[src/hdl/mtp3d_pkg.sv]
// Package for the SS7 adaptation-layer deframer (M2UA / M2PA to MTP3).
// Holds the parser phase, result kind and status codes, protocol constants
// and the result record. No dependencies.
package mtp3d_pkg;

  // Capture protocol codes and common header values.
  localparam logic [7:0]  PROTO_M2UA = 8'h08;
  localparam logic [7:0]  PROTO_M2PA = 8'h0d;
  localparam logic [7:0]  CLASS_M2UA = 8'd6;
  localparam logic [7:0]  CLASS_M2PA = 8'd11;
  localparam logic [7:0]  VERSION_1  = 8'h01;
  localparam logic [7:0]  MSG_DATA   = 8'h01;
  localparam logic [15:0] TAG_DATA   = 16'h0300;

  // Parser phase.
  typedef enum logic [2:0] {
    PH_IDLE,
    PH_HDR,
    PH_ELEM,
    PH_SKIP,
    PH_SEQ,
    PH_LABEL,
    PH_PAYLOAD,
    PH_TAIL
  } phase_e;

  // Result kind.
  typedef enum logic [1:0] {
    KIND_LABEL   = 2'd0,
    KIND_PAYLOAD = 2'd1,
    KIND_ERROR   = 2'd2
  } kind_e;

  // Result status.
  typedef enum logic [3:0] {
    ST_OK       = 4'd0,
    ST_SHORT    = 4'd1,
    ST_VERSION  = 4'd2,
    ST_RESERVED = 4'd3,
    ST_CLASS    = 4'd4,
    ST_TYPE     = 4'd5,
    ST_OVERRUN  = 4'd6,
    ST_ELEMENT  = 4'd7,
    ST_PADDING  = 4'd8,
    ST_NODATA   = 4'd9,
    ST_SEQSPACE = 4'd10,
    ST_EMPTY    = 4'd11,
    ST_PROTOCOL = 4'd12
  } status_e;

  // One result item as it travels from the parser to the output stage.
  typedef struct packed {
    logic [1:0]  kind;
    logic [7:0]  payload_byte;
    logic [13:0] origin_point;
    logic [13:0] dest_point;
    logic [3:0]  service_ind;
    logic [1:0]  network_ind;
    logic [3:0]  link_selection;
    logic [3:0]  status;
    logic        end_of_frame;
  } result_t;

endpackage

[src/hdl/mtp3d_if.sv]
// Channel interfaces of the deframer: message bytes in, results out.
// Depends on mtp3d_pkg.
interface mtp3d_in_if import mtp3d_pkg::*; ();
  logic       valid;
  logic       ready;
  logic [7:0] data_byte;
  logic       first_byte;
  logic       last_byte;
  logic [7:0] protocol;

  modport source (output valid, data_byte, first_byte, last_byte, protocol, input ready);
  modport sink   (input valid, data_byte, first_byte, last_byte, protocol, output ready);
endinterface

interface mtp3d_out_if import mtp3d_pkg::*; ();
  logic        valid;
  logic        ready;
  logic [1:0]  kind;
  logic [7:0]  payload_byte;
  logic [13:0] origin_point;
  logic [13:0] dest_point;
  logic [3:0]  service_ind;
  logic [1:0]  network_ind;
  logic [3:0]  link_selection;
  logic [3:0]  status;
  logic        end_of_frame;

  modport source (output valid, kind, payload_byte, origin_point, dest_point, service_ind,
                  network_ind, link_selection, status, end_of_frame, input ready);
  modport sink   (input valid, kind, payload_byte, origin_point, dest_point, service_ind,
                  network_ind, link_selection, status, end_of_frame, output ready);
endinterface

[src/hdl/mtp3d_parser.sv]
// Per-byte parser of the deframer: header checks, element walk, M2PA skip,
// label split and payload pass-through. Depends on mtp3d_pkg.
module mtp3d_parser import mtp3d_pkg::*; (
  input  logic       clk_i,
  input  logic       rst_ni,
  input  logic       accept_i,
  input  logic [7:0] data_byte_i,
  input  logic       first_byte_i,
  input  logic       last_byte_i,
  input  logic [7:0] protocol_i,
  output logic       res_valid_o,
  output result_t    res_o
);

  phase_e      phase_q, phase_d;
  logic [3:0]  bif_q, bif_d;
  logic [31:0] decl_len_q, decl_len_d;
  logic [31:0] walk_q, walk_d;
  logic [15:0] tag_q, tag_d;
  logic [15:0] elem_len_q, elem_len_d;
  logic [1:0]  pad_q, pad_d;
  logic [31:0] pay_left_q, pay_left_d;
  logic [31:0] label_q, label_d;
  logic        m2pa_q, m2pa_d;

  // Next state and result for the byte on the inputs.
  always_comb begin
    logic        skip;
    logic        err;
    status_e     err_code;
    logic        hit;
    result_t     res;
    logic [2:0]  hi;
    logic [1:0]  ei;
    logic [15:0] len;
    logic [32:0] start;
    logic [32:0] room;
    logic [1:0]  pad;
    logic [31:0] rem;
    logic [31:0] word;
    logic [7:0]  b0;
    logic [2:0]  li;

    phase_d    = phase_q;
    bif_d      = bif_q;
    decl_len_d = decl_len_q;
    walk_d     = walk_q;
    tag_d      = tag_q;
    elem_len_d = elem_len_q;
    pad_d      = pad_q;
    pay_left_d = pay_left_q;
    label_d    = label_q;
    m2pa_d     = m2pa_q;
    skip       = 1'b0;
    err        = 1'b0;
    err_code   = ST_OK;
    hit        = 1'b0;
    res        = '0;
    hi         = bif_q[2:0];
    ei         = bif_q[1:0];
    len        = {elem_len_q[15:8], data_byte_i};
    start      = {1'b0, walk_q} + 33'd4;
    room       = '0;
    pad        = '0;
    rem        = '0;
    word       = '0;
    b0         = '0;
    li         = '0;

    // A first byte restarts the parser and picks the protocol.
    if (first_byte_i) begin
      bif_d      = '0;
      decl_len_d = '0;
      walk_d     = '0;
      tag_d      = '0;
      elem_len_d = '0;
      pad_d      = '0;
      pay_left_d = '0;
      label_d    = '0;
      if (protocol_i != PROTO_M2UA && protocol_i != PROTO_M2PA) begin
        m2pa_d   = 1'b0;
        err      = 1'b1;
        err_code = ST_PROTOCOL;
        skip     = 1'b1;
      end else begin
        m2pa_d  = (protocol_i == PROTO_M2PA);
        phase_d = PH_HDR;
      end
    end

    if (!skip && phase_d != PH_IDLE) begin
      if (phase_d == PH_HDR) begin
        // Common header: version, reserved, class, type, declared length.
        hi    = bif_d[2:0];
        bif_d = {1'b0, hi} + 4'd1;
        if (last_byte_i && (hi != 3'd7 || !m2pa_d)) begin
          err = 1'b1; err_code = ST_SHORT;
        end else if (hi == 3'd0 && data_byte_i != VERSION_1) begin
          err = 1'b1; err_code = ST_VERSION;
        end else if (hi == 3'd1 && data_byte_i != 8'd0) begin
          err = 1'b1; err_code = ST_RESERVED;
        end else if (hi == 3'd2 &&
                     data_byte_i != (m2pa_d ? CLASS_M2PA : CLASS_M2UA)) begin
          err = 1'b1; err_code = ST_CLASS;
        end else if (hi == 3'd3 && data_byte_i != MSG_DATA) begin
          err = 1'b1; err_code = ST_TYPE;
        end else if (hi[2]) begin
          decl_len_d = {decl_len_d[23:0], data_byte_i};
          if (hi == 3'd7) begin
            rem = decl_len_d - 32'd8;
            if (m2pa_d && last_byte_i && decl_len_d > 32'd8) begin
              err = 1'b1; err_code = ST_OVERRUN;
            end else if (decl_len_d < 32'd8) begin
              err = 1'b1; err_code = ST_SHORT;
            end else begin
              walk_d = rem;
              if (!m2pa_d) begin
                if (rem > 32'd4) begin
                  phase_d = PH_ELEM;
                  bif_d   = '0;
                end else begin
                  err = 1'b1; err_code = ST_NODATA;
                end
              end else if (rem < 32'd8) begin
                err = 1'b1; err_code = ST_SEQSPACE;
              end else if (rem == 32'd8) begin
                err = 1'b1; err_code = ST_EMPTY;
              end else if (rem < 32'd14) begin
                err = 1'b1; err_code = ST_SHORT;
              end else begin
                pay_left_d = rem - 32'd14;
                phase_d    = PH_SEQ;
                bif_d      = '0;
              end
            end
          end
        end
      end else begin
        // Body: every byte counts against the declared length.
        if (walk_d != 32'd0) begin
          walk_d = walk_d - 32'd1;
        end
        start = {1'b0, walk_d} + 33'd4;
        unique case (phase_d)
          PH_ELEM: begin
            // Tag and length of one M2UA element.
            ei    = bif_d[1:0];
            bif_d = {2'b00, ei} + 4'd1;
            unique case (ei)
              2'd0: tag_d      = {data_byte_i, 8'd0};
              2'd1: tag_d      = {tag_d[15:8], data_byte_i};
              2'd2: elem_len_d = {data_byte_i, 8'd0};
              default: begin
                len        = {elem_len_d[15:8], data_byte_i};
                elem_len_d = len;
                room       = start - {17'd0, len};
                pad        = 2'd0 - len[1:0];
                if (len < 16'd4 || {17'd0, len} > start) begin
                  err = 1'b1; err_code = ST_ELEMENT;
                end else if (tag_d == TAG_DATA) begin
                  if (len < 16'd9) begin
                    err = 1'b1; err_code = ST_SHORT;
                  end else begin
                    pay_left_d = {16'd0, len - 16'd9};
                    label_d    = '0;
                    bif_d      = '0;
                    phase_d    = PH_LABEL;
                  end
                end else if (room < {31'd0, pad}) begin
                  err = 1'b1; err_code = ST_PADDING;
                end else begin
                  elem_len_d = len - 16'd4;
                  pad_d      = pad;
                  if (elem_len_d == 16'd0 && pad == 2'd0) begin
                    if (walk_d > 32'd4) begin
                      phase_d = PH_ELEM;
                      bif_d   = '0;
                    end else begin
                      err = 1'b1; err_code = ST_NODATA;
                    end
                  end else begin
                    phase_d = PH_SKIP;
                  end
                end
              end
            endcase
          end
          PH_SKIP: begin
            // Element body first, then its padding.
            if (elem_len_d != 16'd0) begin
              elem_len_d = elem_len_d - 16'd1;
            end else if (pad_d != 2'd0) begin
              pad_d = pad_d - 2'd1;
            end
            if (elem_len_d == 16'd0 && pad_d == 2'd0) begin
              if (walk_d > 32'd4) begin
                phase_d = PH_ELEM;
                bif_d   = '0;
              end else begin
                err = 1'b1; err_code = ST_NODATA;
              end
            end
          end
          PH_SEQ: begin
            // Sequence numbers and the priority byte of M2PA.
            bif_d = bif_d + 4'd1;
            if (bif_d >= 4'd9) begin
              bif_d   = '0;
              label_d = '0;
              phase_d = PH_LABEL;
            end
          end
          PH_LABEL: begin
            // Collect label bytes; the fifth one completes the label.
            li    = (bif_d > 4'd4) ? 3'd4 : bif_d[2:0];
            bif_d = {1'b0, li} + 4'd1;
            if (li == 3'd4) begin
              b0   = label_d[7:0];
              word = {data_byte_i, label_d[31:8]};
              hit  = 1'b1;
              res.kind           = KIND_LABEL;
              res.origin_point   = word[27:14];
              res.dest_point     = word[13:0];
              res.service_ind    = b0[3:0];
              res.network_ind    = b0[7:6];
              res.link_selection = word[31:28];
              if (pay_left_d == 32'd0) begin
                res.end_of_frame = 1'b1;
                phase_d          = PH_TAIL;
              end else begin
                phase_d = PH_PAYLOAD;
              end
            end else begin
              label_d[li[1:0]*8 +: 8] = data_byte_i;
            end
          end
          PH_PAYLOAD: begin
            hit              = 1'b1;
            res.kind         = KIND_PAYLOAD;
            res.payload_byte = data_byte_i;
            if (pay_left_d != 32'd0) begin
              pay_left_d = pay_left_d - 32'd1;
            end
            if (pay_left_d == 32'd0) begin
              res.end_of_frame = 1'b1;
              phase_d          = PH_TAIL;
            end
          end
          default: begin
          end
        endcase
        // Message ends while declared bytes are still missing.
        if (last_byte_i && walk_d != 32'd0) begin
          err = 1'b1; err_code = ST_OVERRUN;
        end
      end
      if (last_byte_i) begin
        phase_d = PH_IDLE;
      end
    end

    // An error replaces any other result and parks the parser.
    if (err) begin
      res              = '0;
      res.kind         = KIND_ERROR;
      res.status       = err_code;
      res.end_of_frame = 1'b1;
      hit              = 1'b1;
      phase_d          = PH_IDLE;
    end

    res_valid_o = accept_i && hit;
    res_o       = res;
  end

  // Parser state registers, updated on each accepted transaction.
  always_ff @(posedge clk_i or negedge rst_ni) begin
    if (!rst_ni) begin
      phase_q    <= PH_IDLE;
      bif_q      <= '0;
      decl_len_q <= '0;
      walk_q     <= '0;
      tag_q      <= '0;
      elem_len_q <= '0;
      pad_q      <= '0;
      pay_left_q <= '0;
      label_q    <= '0;
      m2pa_q     <= 1'b0;
    end else if (accept_i) begin
      phase_q    <= phase_d;
      bif_q      <= bif_d;
      decl_len_q <= decl_len_d;
      walk_q     <= walk_d;
      tag_q      <= tag_d;
      elem_len_q <= elem_len_d;
      pad_q      <= pad_d;
      pay_left_q <= pay_left_d;
      label_q    <= label_d;
      m2pa_q     <= m2pa_d;
    end
  end

endmodule

[src/hdl/mtp3d_skid.sv]
// Result register with a skid stage, so the input side keeps flowing while
// a result waits on the output. Depends on mtp3d_pkg.
module mtp3d_skid import mtp3d_pkg::*; (
  input  logic    clk_i,
  input  logic    rst_ni,
  input  logic    push_i,
  input  result_t push_data_i,
  output logic    ready_o,
  output logic    out_valid_o,
  input  logic    out_ready_i,
  output result_t out_data_o
);

  logic    out_valid_q, skid_valid_q;
  result_t out_q, skid_q;

  // Upstream may push whenever the skid stage is free.
  assign ready_o     = !skid_valid_q;
  assign out_valid_o = out_valid_q;
  assign out_data_o  = out_q;

  // Control: the output register refills from the skid stage first.
  always_ff @(posedge clk_i or negedge rst_ni) begin
    if (!rst_ni) begin
      out_valid_q  <= 1'b0;
      skid_valid_q <= 1'b0;
    end else if (!out_valid_q || out_ready_i) begin
      if (skid_valid_q) begin
        out_valid_q  <= 1'b1;
        skid_valid_q <= 1'b0;
      end else begin
        out_valid_q <= push_i;
      end
    end else if (push_i) begin
      skid_valid_q <= 1'b1;
    end
  end

  // Payload registers.
  always_ff @(posedge clk_i) begin
    if (!out_valid_q || out_ready_i) begin
      out_q <= skid_valid_q ? skid_q : push_data_i;
    end else if (push_i) begin
      skid_q <= push_data_i;
    end
  end

endmodule

[src/hdl/ss7_adaptation_mtp3_deframer.sv]
// Top level of the SS7 adaptation-layer deframer (M2UA / M2PA to MTP3 label
// and payload). Depends on mtp3d_pkg, mtp3d_if, mtp3d_parser, mtp3d_skid.
//
//   channel  direction  carries
//   in_i     sink       data_byte, first_byte, last_byte, protocol
//   out_o    source     kind, payload_byte, label fields, status, end_of_frame
//
// One byte is taken per cycle while in_i.ready is high; each byte gives at
// most one result, registered for out_o, via the skid stage if out_o stalls.
// The per-byte parser state updates in the same cycle the byte is accepted.
// A two-entry result stage (output register plus skid) lets input continue
// while out_o is stalled; in_i.ready falls only when both entries are full.
// The asynchronous reset returns the parser to idle and empties the results.
module ss7_adaptation_mtp3_deframer import mtp3d_pkg::*; (
  input  logic  clk_i,
  input  logic  rst_ni,
  mtp3d_in_if.sink    in_i,
  mtp3d_out_if.source out_o
);

  logic    accept;
  logic    res_valid;
  result_t res;
  result_t out_data;
  logic    skid_ready;

  assign in_i.ready = skid_ready;
  assign accept     = in_i.valid && skid_ready;

  // Per-byte parser.
  mtp3d_parser u_parser (
    .clk_i        (clk_i),
    .rst_ni       (rst_ni),
    .accept_i     (accept),
    .data_byte_i  (in_i.data_byte),
    .first_byte_i (in_i.first_byte),
    .last_byte_i  (in_i.last_byte),
    .protocol_i   (in_i.protocol),
    .res_valid_o  (res_valid),
    .res_o        (res)
  );

  // Result register and skid stage.
  mtp3d_skid u_skid (
    .clk_i       (clk_i),
    .rst_ni      (rst_ni),
    .push_i      (res_valid),
    .push_data_i (res),
    .ready_o     (skid_ready),
    .out_valid_o (out_o.valid),
    .out_ready_i (out_o.ready),
    .out_data_o  (out_data)
  );

  // Result fields onto the output channel.
  assign out_o.kind           = out_data.kind;
  assign out_o.payload_byte   = out_data.payload_byte;
  assign out_o.origin_point   = out_data.origin_point;
  assign out_o.dest_point     = out_data.dest_point;
  assign out_o.service_ind    = out_data.service_ind;
  assign out_o.network_ind    = out_data.network_ind;
  assign out_o.link_selection = out_data.link_selection;
  assign out_o.status         = out_data.status;
  assign out_o.end_of_frame   = out_data.end_of_frame;

endmodule

[src/flat_wrapper.sv]
// flat-port wrapper written by rule: the top's interface ports become plain ports
module ss7_adaptation_mtp3_deframer_flat import mtp3d_pkg::*;
  (clk_i, rst_ni, in_i_valid, in_i_data_byte, in_i_first_byte, in_i_last_byte, in_i_protocol, in_i_ready, out_o_valid, out_o_kind, out_o_payload_byte, out_o_origin_point, out_o_dest_point, out_o_service_ind, out_o_network_ind, out_o_link_selection, out_o_status, out_o_end_of_frame, out_o_ready);
  mtp3d_in_if in_i_i ();
  mtp3d_out_if out_o_i ();
  input  logic clk_i;
  input  logic rst_ni;
  input wire logic [$bits(in_i_i.valid)-1:0] in_i_valid;
  input wire logic [$bits(in_i_i.data_byte)-1:0] in_i_data_byte;
  input wire logic [$bits(in_i_i.first_byte)-1:0] in_i_first_byte;
  input wire logic [$bits(in_i_i.last_byte)-1:0] in_i_last_byte;
  input wire logic [$bits(in_i_i.protocol)-1:0] in_i_protocol;
  output wire logic [$bits(in_i_i.ready)-1:0] in_i_ready;
  output wire logic [$bits(out_o_i.valid)-1:0] out_o_valid;
  output wire logic [$bits(out_o_i.kind)-1:0] out_o_kind;
  output wire logic [$bits(out_o_i.payload_byte)-1:0] out_o_payload_byte;
  output wire logic [$bits(out_o_i.origin_point)-1:0] out_o_origin_point;
  output wire logic [$bits(out_o_i.dest_point)-1:0] out_o_dest_point;
  output wire logic [$bits(out_o_i.service_ind)-1:0] out_o_service_ind;
  output wire logic [$bits(out_o_i.network_ind)-1:0] out_o_network_ind;
  output wire logic [$bits(out_o_i.link_selection)-1:0] out_o_link_selection;
  output wire logic [$bits(out_o_i.status)-1:0] out_o_status;
  output wire logic [$bits(out_o_i.end_of_frame)-1:0] out_o_end_of_frame;
  input wire logic [$bits(out_o_i.ready)-1:0] out_o_ready;
  assign in_i_i.valid = in_i_valid;
  assign in_i_i.data_byte = in_i_data_byte;
  assign in_i_i.first_byte = in_i_first_byte;
  assign in_i_i.last_byte = in_i_last_byte;
  assign in_i_i.protocol = in_i_protocol;
  assign in_i_ready = in_i_i.ready;
  assign out_o_valid = out_o_i.valid;
  assign out_o_kind = out_o_i.kind;
  assign out_o_payload_byte = out_o_i.payload_byte;
  assign out_o_origin_point = out_o_i.origin_point;
  assign out_o_dest_point = out_o_i.dest_point;
  assign out_o_service_ind = out_o_i.service_ind;
  assign out_o_network_ind = out_o_i.network_ind;
  assign out_o_link_selection = out_o_i.link_selection;
  assign out_o_status = out_o_i.status;
  assign out_o_end_of_frame = out_o_i.end_of_frame;
  assign out_o_i.ready = out_o_ready;
  ss7_adaptation_mtp3_deframer u_core (.clk_i(clk_i), .rst_ni(rst_ni), .in_i(in_i_i), .out_o(out_o_i));
endmodule
[config.mk]
export PLATFORM = sky130hd
export DESIGN_NAME = ss7_adaptation_mtp3_deframer_flat
export DESIGN_NICKNAME = d
export VERILOG_FILES = /design/src/hdl/mtp3d_pkg.sv /design/src/hdl/mtp3d_if.sv /design/src/hdl/mtp3d_parser.sv /design/src/hdl/mtp3d_skid.sv /design/src/hdl/ss7_adaptation_mtp3_deframer.sv /design/src/flat_wrapper.sv
export SDC_FILE = /design/constraint.sdc
export NUM_CORES = 1
export LEC_CHECK = 0
export BUFFER_PORTS_ARGS = -buffer_cell sky130_fd_sc_hd__buf_4
export CORE_MARGIN = 4
export CORE_UTILIZATION = 30
export DETAILED_ROUTE_END_ITERATION = 6
export PLACE_DENSITY = 0.55
export REMOVE_ABC_BUFFERS = 1
export SLEW_MARGIN = 15
export SYNTH_ARGS = -nofsm -noshare
export SYNTH_HDL_FRONTEND = slang
export SYNTH_SLANG_ARGS = --single-unit
[constraint.sdc]
create_clock -name clk_i -period 10.4 [get_ports clk_i]
set_input_delay 0.52 -clock clk_i [delete_from_list [all_inputs] [get_ports clk_i]]
set_output_delay 0.52 -clock clk_i [all_outputs]
set_load 0.1 [all_outputs]
== Yosys cells after proc, flatten, opt, wreduce, memory -nomap -nowiden ==
Index checks and enable logic that the tools add are counted.

* Register bits: 278
* Input port bits: 22
* Output and inout bits: 55
* Word-level logic and storage cells: 355

* Add/sub/neg operators: 16
* Order comparisons: 12
* Equality and inequality tests: 21
* Shift operators: 2
* Muxes and demuxes: 233
* Bitwise operators: 1
* Reductions and logical operators: 40

{| class="wikitable"
|+ Operators by type and width
! operator !! count
|-
| $mux 32 || 57
|-
| $mux 16 || 14
|-
| $mux 4 || 51
|-
| $mux 3 || 36
|-
| $mux 53 || 2
|-
| $lt 32x4->1 const B || 3
|-
| $pmux 16 s2 || 3
|-
| $pmux 32 s3 || 1
|-
| $reduce_bool 32->1 || 3
|-
| $mux 47 || 2
|-
| $mux 38 || 2
|-
| $gt 32x3->1 const B || 2
|-
| $logic_not 32->1 || 2
|-
| $pmux 32 s2 || 1
|-
| $sub 32x1->32 const B || 2
|-
| $sub 32x4->32 const B || 2
|-
| $mux 1 || 43
|-
| $neg 5->34 || 1
|-
| $shift 8x34->32 const A || 1
|-
| $shiftx 8x34->32 || 1
|-
| $add 32x3->33 const B || 1
|-
| $gt 16x33->1 || 1
|-
| $lt 33x2->1 || 1
|-
| $sub 33x16->33 || 1
|-
| 47 further kinds || 92
|}

== Depth between registers and ports, before layout ==
Gate-level depths: netlist of the first run.

* Depth after elaboration: 23
* Gate-level depth with buffers: 39
* Mapped depth without buffers: 27

== Hierarchy ==
From an unflattened synthesis of the first run, not the netlist that was laid out.

* Cell total of the unflattened synthesis: 2617
* Area total of the unflattened synthesis: 21972.3 sq um

{| class="wikitable"
|+ By module, submodules not included
! module !! instances !! cells an instance !! area an instance (sq um) !! seq. area each (sq um)
|-
| mtp3d_parser || 1 || 2442 || 17815.8 || 4003.8
|-
| mtp3d_skid || 1 || 174 || 4150.2 || 3233.1
|-
| ss7_adaptation_mtp3_deframer || 1 || 1 || 6.3 || 0.0
|}

== Worst setup path after synthesis of the first run ==
No wires, ideal clock.

* Path kind: input-to-reg
* Start point: input port in_i_first_byte
* End point: register u_core.u_skid.skid_q[0] in the netlist's numbering, enable pin
* Library setup time: 0.543 ns
* Arrival time: 12.334 ns
* Data required time: 9.857 ns
* Setup slack: -2.477 ns
* Stages: 36
* Buffers on the path: 12
* Cells stage by stage: clkbuf_1 -> inv_1 -> clkbuf_1 -> clkbuf_1 -> clkbuf_1 -> buf_1 -> clkbuf_1 -> clkbuf_1 -> clkbuf_1 -> clkbuf_1 -> buf_1 -> buf_1 -> nand2_1 -> ha_1 -> nand2_1 -> o31ai_1 -> a221oi_1 -> and4_1 -> and2_1 -> nor2_1 -> ha_1 -> and3_1 -> nand2_1 -> a21oi_1 -> o211a_1 -> o31ai_1 -> nand2b_1 -> or4b_4 -> nor3_2 -> nand4_1 -> a211oi_2 -> o2111ai_2 -> a211oi_2 -> nor2_1 -> buf_2 -> a211oi_1

* Cells in the longest elaborated chain, start to end: 21
* Elaborated cells between the ends (all ways): 116
* Classes of those cells: 7 x add/sub; 11 x order compare; 16 x eq/ne; 54 x mux; 28 x reduce/logical

{| class="wikitable"
|+ RTL lines
! item !! line !! text
|-
| start, declared || flat_wrapper.sv:10 || <nowiki>input wire logic [$bits(in_i_i.first_byte)-1:0] in_i_first_byte;</nowiki>
|-
| parallel branches: the longest is 18 deep, another holds $add 32x3->33 || -- ||
|-
| $mux 1 * || mtp3d_parser.sv:263 || <nowiki>if (err) begin</nowiki>
|-
| $logic_and 1x1->1 * || mtp3d_parser.sv:272 || <nowiki>res_valid_o = accept_i && hit;</nowiki>
|-
| $reduce_and 2->1 (no source line) * || -- ||
|-
| end signal, assigned || mtp3d_skid.sv:44 || <nowiki>skid_q <= push_data_i;</nowiki>
|-
| end, declared || mtp3d_skid.sv:15 || <nowiki>result_t out_q, skid_q;</nowiki>
|}

Every way passes the cells marked *. The select of a mux whose other input is x is not followed.
A chain may end at the register's enable or synchronous reset.

== Worst setup path after layout of the first run ==
* Start point: register u_core.u_parser.walk_q[9]
* End point: register u_core.u_skid.skid_q[35] in the netlist's numbering, enable pin

* Cells in the longest elaborated chain, start to end: 19
* Elaborated cells between the ends (all ways): 28
* Classes of those cells: 3 x add/sub; 3 x order compare; 16 x mux; 6 x reduce/logical

{| class="wikitable"
|+ RTL lines
! item !! line !! text
|-
| start, declared || mtp3d_parser.sv:18 || <nowiki>logic [31:0] walk_q, walk_d;</nowiki>
|-
| start signal, assigned || mtp3d_parser.sv:293 || <nowiki>walk_q <= walk_d;</nowiki>
|-
| $mux 32 * || mtp3d_parser.sv:71 || <nowiki>if (first_byte_i) begin</nowiki>
|-
| $sub 32x1->32 or $reduce_bool 32->1 (tied branches) || mtp3d_parser.sv:141, mtp3d_parser.sv:140 ||
|-
| $mux 32 * || mtp3d_parser.sv:140 || <nowiki>if (walk_d != 32'd0) begin</nowiki>
|-
| $mux 32 * || mtp3d_parser.sv:92 || <nowiki>if (phase_d == PH_HDR) begin</nowiki>
|-
| $mux 32 * || mtp3d_parser.sv:91 || <nowiki>if (!skip && phase_d != PH_IDLE) begin</nowiki>
|-
| $add 32x3->33 or $gt 32x3->1 (tied branches) || mtp3d_parser.sv:143, mtp3d_parser.sv:175, mtp3d_parser.sv:196 ||
|-
| $sub 33x16->33 or $mux 1 (tied branches) || mtp3d_parser.sv:156, mtp3d_parser.sv:175, mtp3d_parser.sv:196 ||
|-
| $lt 33x2->1 or $mux 1 (tied branches) || mtp3d_parser.sv:169, mtp3d_parser.sv:174 ||
|-
| [... 3 more ...] || -- ||
|-
| $mux 1 || mtp3d_parser.sv:149 || <nowiki>unique case (ei)</nowiki>
|-
| $pmux 1 s2 || mtp3d_parser.sv:144 || <nowiki>unique case (phase_d)</nowiki>
|-
| $mux 1 * || mtp3d_parser.sv:253 || <nowiki>if (last_byte_i && walk_d != 32'd0) begin</nowiki>
|-
| $mux 1 * || mtp3d_parser.sv:92 ||
|-
| $mux 1 * || mtp3d_parser.sv:91 ||
|-
| $mux 1 * || mtp3d_parser.sv:263 ||
|-
| $logic_and 1x1->1 * || mtp3d_parser.sv:272 ||
|-
| $reduce_and 2->1 (no source line) * || -- ||
|}

Every way passes the cells marked *; elsewhere a longest branch is shown, timed or not. The select of a mux whose other input is x is not followed.

==> flow_summary.toml, run 1 <==
[run_status]
status = "completed"

[place]
gp_congestion = 0.979
numPortBuffers = 76
dp_hpwl_um = 69000

[worst_setup_path]
required_ps = 10630
r2r_start = "u_core.u_parser.walk_q[9]"
critPathKind = "reg -> reg"
start_kind = "flop"
critPathArrivalTime_ps = 9270
endpoint_kind = "flop"
rrSetupSlack_ps = 1360
path_max_fanout = 53
startpoint = "u_core.u_parser.walk_q[9]"

[min_path]
min_from = "out_o_ready"
hold_class = "in -> reg"

[synth]
ys_top_cells_by_area = "dfrtp_1 19%, edfxtp_1 15%, nand2_1 5.3%"
synth_edf_count = 106
synth_common_cells = "309 x nand2_1, 293 x nor2_1, 204 x o21ai_0"
synth_cells = 2747
async_flop_share_pct = 60.4
ys_seq_area_share_pct = 33.1
syn_area_per_cell_um2 = 7.95
synth-seq-cells = 268
synth_warnings = 0
synth_ff_type = "dfrtp_1"
yosysUniqueCellTypes = 95
syn_area_mm2 = 0.0218
synth_area_leader_cell = "dfrtp_1"
yosysMostFrequentCell = "nand2_1"
synth.top_cell.area_share_pct = 18.6

[global_route]
grt_start_max_net_pins = 73
grt_overflow = 0
antenna_found_initial = 3
track_usage_pct = 23.4
grt_pass1_vias = 21580
grt_pass1_wl_um = 142000

[cells_and_area]
drive_gt1_share_pct = 9.34
nets = 2817
utilization_pct = 34.0
syn_to_final_growth_pct = 11.9

[cts]
cts_tree = "done"
htree_num_levels = 1
clock_latency_ps = 610
clkTransAtPathRegs_ps = 60
post_cts_resized = 0
cts_buffer_depth = 3
cts_num_sinks = 268
cts_buffers = 31
cts_root_buffer = "clkbuf_16"

[floorplanning]
die_width_um = 278
ios = 77
rows = 98
start_util_pct = 30.4
core_mm2 = 0.0719
fp.dieH_um = 278
dieArea_mm2 = 0.0772

[timing]
fmax_mhz = 111
timing.hold.ws_ps = 247
min_period_ps = 9040
slew_headroom_pct = 19.9
period_share_pct = 87.0
tightest_slew_ps = 1200
hold_violations = 0
fin_worst_skew_ps = 22.2
rsz0062_at_grt = "false"
slew_viol_final = 0
finalSetupViolations = 0

[detailed_routing]
drc = 0
drt.antenna.violating_nets = 0
wl_per_cell_um = 25.6
vias = 23169
wirelength_um = 95300
dr.pass1.iters = 6
detail_route.iter0.violations = 2947
via_per_inst = 6.24

[power]
peakVddDrop_v = 0.000139
power.density_mw_per_mm2 = 157
leakagePower_nw = 9.40

[job]
maxCapViolCount = 0
==> worst paths after layout <==
check	end	cells after the start
max	u_core.u_skid.skid_q[35]	22
min	u_core.u_skid.skid_valid_q	4
max reg2reg	u_core.u_skid.skid_q[35]	22
min reg2reg	u_core.u_parser.tag_q[8]	1
max in group asynchronous	u_core.u_parser.decl_len_q[0]	4
min in group asynchronous	u_core.u_parser.pay_left_q[24]	2
==> placed cells by master (no fill, tap or decap), drive strengths merged, types with 13 or more instances in the layout <==
cell,Yosys,final
and2,22,22
and4,13,13
a31oi,42,42
buf,45,140
xnor2,77,77
nor2b,50,50
nand2,309,309
nor3,110,110
a32o,16,16
o21ai,215,215
o221ai,17,17
a21o,23,23
nand2b,16,16
nand4,39,39
or3,21,21
nor4,61,61
a22oi,31,31
mux2,15,15
or4,17,17
dfrtp,162,162
mux2i,18,18
a22o,96,96
nand3,82,82
o21a,15,15
o31ai,18,18
edfxtp,106,106
clkbuf,134,47
o22ai,37,37
o211ai,26,26
inv,65,65
o32ai,14,14
nor2,293,293
xor2,29,29
and3,61,61
a211oi,26,26
ha,53,53
a21oi,203,203
==> timing repair <==
action / CTS / global route
buffers inserted: 0 / 0
hold endpoints to repair: 13 / 0
hold buffers: 1 / 0
==> sequential cells by signal (all words and copies together) (netlist names), 3 cells and up <==
signal / cells
u_core.u_parser.decl_len_q: 24
u_core.u_parser.elem_len_q: 16
u_core.u_parser.bif_q: 4
u_core.u_skid.out_data_o: 53
u_core.u_parser.label_q: 30
u_core.u_parser.phase_q: 3
u_core.u_parser.pay_left_q: 32
u_core.u_skid.skid_q: 53
u_core.u_parser.tag_q: 16
u_core.u_parser.walk_q: 32
==> worst max-delay path: stages, from the launching register on <==
cell	delay, ps
dfrtp_1	470
nor4_2	630
nand4_1	660
o21ai_1	830
nor2_1	220
ha_1	350
nor2b_1	130
o21ai_0	270
nand2_1	160
o31ai_1	440
nand2_1	210
a41o_1	320
a21oi_1	240
nand2_1	170
nor4b_2	580
nand2_1	100
a211oi_1	940
o2111ai_2	350
buf_4	300
a211oi_2	360
nor2_2	90
a211oi_4	200
buf_4	590
==> cell type report <==
class / instances / area, um^2
Sequential cell: 268 / 7240
Tap cell: 950 / 1190
Antenna cell: 2 / 5.00
Clock inverter: 8 / 80.1
Multi-Input combinational cell: 2231 / 13700
Clock buffer: 47 / 930
Fill cell: 7666 / 47400
Inverter: 68 / 256
Timing Repair Buffer: 141 / 1070
==> kinds of logic after synthesis <==
kind of cell	Yosys count	share of synthesized area [%]
xor gates and xnor gates	106	4.25
and+or+nand+nor	1124	25.1
adders and majority gates	54	3.13
muxes	33	1.60
DFF	268	33.1
buffers and inverters	248	4.48
AOI/OAI and AO/OA	914	28.3
==> per-layer routing <==
layer	share of wire (%)	up-vias	GRT usage, %	wire length [um]
met5	0.014	-	0	13
met4	5.8	2	11.4	5490
met3	9.6	293	4.67	9130
met2	43	1309	36.1	41300
met1	41	11193	31.5	39300
li1	-	10372	-	-
==> power by group <==
part,switching (mW),internal (mW)
combinational,1.05,0.457
clock,0.467,0.639
sequential,0.0626,1.15
total,1.58,2.24
==> metrics by stage <==
step | setup TNS, ps | setup slack (ps) | cells | total power, mW | cell area, um^2
5_1_grt | 0 | 927 | 3713 | 3.99 | 24400
4_1_cts | 0 | 1630 | 3713 | 3.81 | 24400
6_report | 0 | 1360 | 3715 | 3.82 | 24400
2_1_floorplan | -81730 | -1540 | 2567 | 2.20 | 21100
3_5_place_dp | 0 | 1170 | 3657 | 2.70 | 23400
3_3_place_gp | 0 | 1410 | 3657 | 2.71 | 23400
(Power assumes the default switching activity.)
==> run 2, diff against run 1 <==
--- a/config.mk
+++ b/config.mk
@@ -5,13 +5,13 @@
 export SDC_FILE = /design/constraint.sdc
 export NUM_CORES = 1
 export LEC_CHECK = 0
-export BUFFER_PORTS_ARGS = -buffer_cell sky130_fd_sc_hd__buf_4
+export BUFFER_PORTS_ARGS = -buffer_cell sky130_fd_sc_hd__buf_2
 export CORE_MARGIN = 4
 export CORE_UTILIZATION = 30
 export DETAILED_ROUTE_END_ITERATION = 6
 export PLACE_DENSITY = 0.55
 export REMOVE_ABC_BUFFERS = 1
-export SLEW_MARGIN = 15
+export SLEW_MARGIN = 20
 export SYNTH_ARGS = -nofsm -noshare
 export SYNTH_HDL_FRONTEND = slang
 export SYNTH_SLANG_ARGS = --single-unit
==> flow_summary.toml, run 2 (same netlist as run 1, synthesis figures left out) <==
[floorplanning]
ios = 77
fp.dieH_um = 278
die_width_um = 278
core_mm2 = 0.0719
start_util_pct = 30.4
rows = 98
dieArea_mm2 = 0.0772

[power]
power_mw = 3.90
leakagePower_nw = 9.43
pwr-share-seq_pct = 31.0
peakVddDrop_v = 0.000127
clkPwrFrac_pct = 30.7
power.density_mw_per_mm2 = 160
switching_share_pct = 41.3
comb_power_share_pct = 38.3
p_int_mw = 2.29
p_switching_mw = 1.61

[min_path]
hold_class = "in -> reg"
min_from = "out_o_ready"
min_path_cells = 4
worstHoldEndpoint = "u_core.u_skid.skid_valid_q"

[worst_setup_path]
slowest_delay_ps = 820
required_ps = 10590
timing.critical_path.mode_cell = "nand2_1"
critPathArrivalTime_ps = 8480
crit_chain = "nor4_1 -> nand4_1 -> o21ai_1 -> nor2_1 -> ha_1 -> nor2b_1 -> o21ai_0 -> nand2_1 -> o31ai_1 -> nand2_1 -> a41o_1 -> a21oi_1 -> nand2_1 -> nor4b_2 -> nand2_1 -> a211oi_1 -> o2111ai_2 -> buf_4 -> a211oi_2 -> nor2_2 -> a211oi_4 -> buf_4"
path_buf_inv = 2
rr_endpoint = "u_core.u_skid.skid_q[22]"
critPathKind = "reg -> reg"
crit_slowest_cell = "o21ai_1"
path_max_fanout = 35
r2r_cells = 22
cp_top_family = "compound AO/OA/AOI/OAI gates"
r2r_start = "u_core.u_parser.walk_q[19]"
start_kind = "flop"
endpoint_kind = "flop"
rrSetupSlack_ps = 2110

[global_route]
antenna_found_initial = 4
track_usage_pct = 23.6
grt_start_max_net_pins = 74
grt_pass1_vias = 21792
grt_overflow = 0
grt_pass1_wl_um = 142000

[cells_and_area]
stdcell_area_mm2 = 0.0244
fillCellCount = 7710
num_antenna_cells = 0
seqCellArea_mm2 = 0.00724
final_common_cell = "nand2_1"
syn_to_final_growth_pct = 11.7
fin_cells = 3726
nets = 2827
multiInputGateArea_mm2 = 0.0137
layout_common_cells = "308 x nand2_1, 290 x nor2_1, 203 x o21ai_0"
drive_gt1_share_pct = 9.62

[timing]
min_period_ps = 8290
tightest_slew_ps = 1280
hold_violations = 0
finalSetupViolations = 0
period_share_pct = 79.7
slew_viol_final = 0
rsz0062_at_grt = "false"
fin_worst_skew_ps = 21.7
fmax_mhz = 121
slew_headroom_pct = 14.4

[place]
numPortBuffers = 76
dp_cells = 3664
postPlaceCellArea_mm2 = 0.0233
dp_hpwl_um = 69300
gp_congestion = 0.994

[cts]
post_cts_resized = 0
cts_buffers = 34
clock_latency_ps = 560
cts_root_buffer = "clkbuf_16"
clkTransAtPathRegs_ps = 60
cts_tree = "done"
cts_num_sinks = 268
cts_buffer_depth = 3
htree_num_levels = 2

[detailed_routing]
drc = 0
dr.pass1.iters = 6
wl_per_cell_um = 25.8
detail_route.iter0.violations = 3116
drt.antenna.violating_nets = 0
wirelength_um = 96000
vias = 23360
via_per_inst = 6.27

[job]
maxCapViolCount = 0

[run_status]
status = "completed"
==> run 2: cell count changes in the layout (fill, tap and decap cells not counted), moves of 2 or more <==
cell,change
buf_2,+74
buf_4,-67
clkinv_1,+2
clkinv_2,-3
clkinv_8,+2
clkinvlp_4,+2
diode_2,-2
==> run 2: repair_timing <==
| item | in CTS | in global routing |
|---|---|---|
| setup endpoints to repair | 0 | 0 |
| setup buffers | 0 | 0 |
| endpoints found under the hold margin | 33 | 0 |
| hold buffers | 1 | 0 |
==> run 2: worst reg2reg max path, delay by kind of cell (launching register included) <==
family / cells / cell delay (ps)
AOI/OAI and AO/OA: 9 / 3430
adders and majority gates: 1 / 360
buffers and inverters: 2 / 710
DFF: 1 / 480
and+or+nand+nor: 10 / 2940
==> run 2: worst max-delay path by stage <==
stage / depth (start not counted) / endpoint / slack, ps / from
after floorplan: 24 / u_core.u_skid.skid_q[0] / -1540 / in_i_first_byte
after global placement: 27 / u_core.u_skid.skid_q[34] / 1950 / in_i_first_byte
after detailed placement: 27 / u_core.u_skid.skid_q[36] / 1880 / in_i_first_byte
after CTS: 23 / u_core.u_skid.skid_q[22] / 2370 / u_core.u_parser.walk_q[27]
after global routing: 22 / u_core.u_skid.skid_q[24] / 1630 / u_core.u_parser.walk_q[17]
final: 22 / u_core.u_skid.skid_q[22] / 2110 / u_core.u_parser.walk_q[19]
==> run 2: final cells by class <==
cell class / count / area share (%)
tap: 950 / 4.87
multi-input combinational: 2231 / 56.1
inverter: 68 / 1.05
clock buffer: 49 / 3.93
clock inverter: 12 / 0.570
sequential: 268 / 29.7
timing repair buffer: 148 / 3.84
==> run 2: per-layer routing <==
metal  vias up  GRT usage [%]  part of all wire (%)  wire length, um
li1      10403              -                     -                -
met1     11288           31.8                    41            39800
met2      1352           36.6                    44            42000
met3       315           4.44                   9.5             9120
met4         2           11.1                   5.3             5050
met5         -              0                 0.014               13
==> run 2: metrics by stage <==
step                utilization (%)  worst slack, ps  hold slack [ps]  TNS, ps
detailed placement             32.4             1880              480        0
finish                         33.9             2110              297        0
global placement               32.4             1950              483        0
global route                   33.9             1630              303        0
floorplan                         -            -1540              224   -81730
CTS                            33.9             2370              260        0
==> run 2: power by group through the flow <==
stage / Combinational, mW / Sequential (mW) / Clock, mW
3_3_place_gp: 1.47 / 1.23 / 0
2_1_floorplan: 0.858 / 1.34 / 0
6_report: 1.49 / 1.21 / 1.20
3_5_place_dp: 1.46 / 1.23 / 0
5_1_grt: 1.60 / 1.21 / 1.26
4_1_cts: 1.46 / 1.21 / 1.22
